**src/asc_pkg.sv**
```systemverilog
// shared constants and types for the ascending sorter
// no dependencies
package asc_pkg;

    localparam int DEPTH_DEFAULT      = 64;
    localparam int DATA_WIDTH_DEFAULT = 32;

    typedef struct packed {
        logic insert;
        logic shift;
    } asc_ctrl_t;

endpackage

```
**src/asc_cell.sv**
```systemverilog
// one cell of the insertion chain: holds one element, inserts or shifts left
// depends on asc_pkg
module asc_cell
    import asc_pkg::*;
#(
    parameter int DATA_WIDTH = DATA_WIDTH_DEFAULT
) (
    input  logic                         clk,
    input  asc_ctrl_t                    ctrl,
    input  logic signed [DATA_WIDTH-1:0] sample,
    input  logic                         occupied,
    input  logic signed [DATA_WIDTH-1:0] left_value,
    input  logic                         left_lt,
    input  logic signed [DATA_WIDTH-1:0] right_value,
    output logic signed [DATA_WIDTH-1:0] value,
    output logic                         lt
);

    logic signed [DATA_WIDTH-1:0] value_reg;
    logic signed [DATA_WIDTH-1:0] value_next;

    // empty cell counts as plus infinity
    assign lt    = !occupied || (sample < value_reg);
    assign value = value_reg;

    always_comb
    begin
        value_next = value_reg;
        if (ctrl.shift)
        begin
            value_next = right_value;
        end
        else if (ctrl.insert && lt)
        begin
            value_next = left_lt ? left_value : sample;
        end
    end

    always_ff @(posedge clk)
    begin
        value_reg <= value_next;
    end

endmodule

```
**config.mk**
```make
export PLATFORM = sky130hd
export DESIGN_NAME = asc_cell
export DESIGN_NICKNAME = d
export VERILOG_FILES = /design/src/asc_pkg.sv /design/src/asc_cell.sv
export SDC_FILE = /design/constraint.sdc
export NUM_CORES = 1
export LEC_CHECK = 0
export BUFFER_PORTS_ARGS = -buffer_cell sky130_fd_sc_hd__clkbuf_2
export CAP_MARGIN = 5
export CORE_MARGIN = 1.5
export CORE_UTILIZATION = 50
export CTS_BUF_LIST = sky130_fd_sc_hd__clkbuf_4
export DETAILED_ROUTE_END_ITERATION = 7
export PLACE_DENSITY_LB_ADDON = 0.15
export SETUP_SLACK_MARGIN = 0.02
export SKIP_CTS_REPAIR_TIMING = 1
export SYNTH_ARGS = -nofsm -noshare
export SYNTH_HDL_FRONTEND = slang
export SYNTH_SLANG_ARGS = --single-unit
```
**constraint.sdc**
```tcl
create_clock -name clk -period 11.76 [get_ports clk]
set_input_delay 1.176 -clock clk [delete_from_list [all_inputs] [get_ports clk]]
set_output_delay 1.176 -clock clk [all_outputs]
set_load 0.02 [all_outputs]
```
==> results.sh <==
export IMPL_synthArstFlopShare_pct=0
export IMPL_finalClockSkew_ns=0.00677
export IMPL_vias=2237
export IMPL_yosysWarnings=0
export IMPL_end_kind="output port"
export IMPL_mappedNetlistArea_um2=2460
export IMPL_die_area_um2=5350
export IMPL_worstSkewPairLatency_ns=0.32
export IMPL_drc_errors=0
export IMPL_powerDensity_nw_per_um2=106
export IMPL_status="completed"
export IMPL_ys_ff_latch=32
export IMPL_place_hpwl_um=4450
export IMPL_vias_per_cell=4.89
export IMPL_start_util_pct=52.1
export IMPL_area_delta_synth_final_pct=32.1
export IMPL_gr_total_overflow=0
export IMPL_drt_initial_drc_count=68
export IMPL_synth_cell_types=30
export IMPL_nets=521
export IMPL_worst_pin_slew_ns=1.08
export IMPL_hp_class="in2reg"
export IMPL_hold_ws_ns=1.12
export IMPL_port_buffers=133
export IMPL_io_pins=134
export IMPL_grt_util_all_layers_pct=21.1
export IMPL_num_rows=25
export IMPL_synth_avg_cell_area_um2=9.57
export IMPL_drive_above_1_share_pct=37.9
export IMPL_htree_levels=2
export IMPL_root_buffer="clkbuf_4"
export IMPL_gp_congestion=0.800
export IMPL_synth_yosys_seq_area_share_pct=39.1
export IMPL_fp_dieH_um=73.1
export IMPL_routed_wl_um=5580
export IMPL_rsz0062_at_grt="no"
export IMPL_cp_arrival_ns=3.04
export IMPL_drv_slew=0
export IMPL_n_antenna_cell=0
export IMPL_r2r_slack_ns=8.76
export IMPL_yosys_top_cells_count="nand2_1, o21ai_0, edfxtp_1, inv_1, mux2i_1"
export IMPL_ys_flop_type="edfxtp_1"
export IMPL_synth_top_area_share_pct=39.1
export IMPL_yosys_area_top_type="edfxtp_1"
export IMPL_crit_fanout=3
export IMPL_setup_tns_ns=0
export IMPL_die_w_um=73.1
export IMPL_yosys_top_cells_area="edfxtp_1, ha_1, mux2i_1, o21ai_0, nand2_1"
export IMPL_required_ns=10.58
export IMPL_antenna_left=0
export IMPL_fin_crit_ns=4.21
export IMPL_largest_register_ffs=32
export IMPL_grt_max_degree=68
export IMPL_leakage_nw=1.75
export IMPL_grt_pass1_wl_um=8710
export IMPL_clock_fmax_mhz=237
export IMPL_cts_num_sinks=32
export IMPL_grt_pass1_vias=2032
export IMPL_worstSetupPathType="in2out"
export IMPL_synth_edf_count=32
export IMPL_cts_buffers=5
export IMPL_firstDrtPassIters=4
export IMPL_synth_most_common_cell="nand2_1"
export IMPL_report_final_setup_viol=0
export IMPL_period_share_pct=35.8
export IMPL_clk_pin_slew_worst_paths_ns=0.10
export IMPL_vdd_ir_drop_max_mv=0.0545
export IMPL_hold_viol_final=0
export IMPL_cap_violations=0
export IMPL_synthCells=257
export IMPL_cts_tree="yes"
export IMPL_worst_setup_path_start_kind="input port"
export IMPL_antenna_found_initial=0
export IMPL_syn_num_nets=389
export IMPL_maxSlewHeadroom_pct=27.8
export IMPL_wl_per_cell_um=12.2
export IMPL_placeableCoreArea_um2=4720
export IMPL_cts_buffer_depth=2
[per-layer routing]
metal / vias to the layer above / part of all wire [%] / track usage, %
li1: 1185 / - / -
met2: 80 / 48 / 35.3
met3: 2 / 7.2 / 5.52
met4: 0 / 0.52 / 5.24
met5: - / 0 / 0
met1: 970 / 44 / 27.1
[critical path, stage by stage]
cell      delay [ns]
clkbuf_2        0.09
ha_1            0.30
nand4_1         0.10
o311a_1         0.37
o41ai_2         0.34
a31oi_1         0.15
mux2_1          0.34
clkbuf_2        0.17
[final timing paths]
check                                          from                  end  cells past startpoint
worst max-delay path                      sample[7]                   lt                      8
worst min-delay path                right_value[12]  value[12]$_DFFE_PP_                      3
worst max register to register  value[31]$_DFFE_PP_  value[19]$_DFFE_PP_                      9
worst min register to register  value[31]$_DFFE_PP_   value[7]$_DFFE_PP_                      6
[metrics by stage]
step | utilization (%) | worst slack (ns) | std cells | power, W | cell area [um^2]
2_1_floorplan | - | 6.74 | 257 | 0.000234 | 2460
4_1_cts | 68.7 | 7.55 | 457 | 0.000348 | 3250
3_5_place_dp | 67.5 | 7.56 | 449 | 0.000283 | 3190
3_3_place_gp | 67.5 | 7.60 | 449 | 0.000279 | 3190
6_report | 68.7 | 7.55 | 457 | 0.000344 | 3250
5_1_grt | 68.7 | 7.42 | 457 | 0.000369 | 3250
[logic make-up after synthesis]
group / synth area share, %
buf+inv: 6.72
compound gates: 13.3
simple gates: 11.6
mux: 13.5
fa+ha+maj: 15.8
flops: 39.1
[layout by cell type (no fill, tap or decap)]
| master | netlist | final |
|---|---|---|
| mux2_1 | 1 | 1 |
| o21ai_0 | 36 | 36 |
| a211oi_1 | 1 | 1 |
| clkbuf_4 | 0 | 7 |
| and4_2 | 1 | 1 |
| ha_1 | 31 | 31 |
| nand3_1 | 2 | 2 |
| a221oi_1 | 1 | 1 |
| clkbuf_2 | 0 | 133 |
| buf_4 | 0 | 3 |
| a31oi_1 | 2 | 2 |
| a21oi_1 | 12 | 12 |
| a21o_1 | 1 | 1 |
| o2bb2ai_1 | 1 | 1 |
| or2b_1 | 1 | 1 |
| o211ai_1 | 1 | 1 |
| nor3_2 | 0 | 1 |
| nand2_1 | 43 | 43 |
| nand4_1 | 3 | 3 |
| and3b_1 | 1 | 1 |
| a211o_1 | 1 | 1 |
| inv_1 | 32 | 32 |
| edfxtp_1 | 32 | 32 |
| mux2i_1 | 32 | 32 |
| nand2b_1 | 1 | 1 |
| nor4b_1 | 1 | 1 |
| o41ai_2 | 1 | 1 |
| clkinv_1 | 0 | 1 |
| nand4_2 | 1 | 1 |
| o311a_1 | 1 | 1 |
| nor4_4 | 1 | 1 |
| nor2_1 | 4 | 4 |
[final cells by class]
class                      instances  area, um^2
fill                             387        1480
multi-input combinational        182        1340
clock inverter                     1        3.75
timing repair buffer             136         688
clock buffer                       7        52.6
sequential                        32         961
tap                               67        83.8
inverter                          32         120
[report_power, final]
part           internal (W)   total, W  switching, W
Sequential         0.000145   0.000152    0.00000721
Clock             0.0000276  0.0000651     0.0000375
Combinational     0.0000521   0.000127     0.0000745
Note: power is estimated with default switching activity, not from simulation.
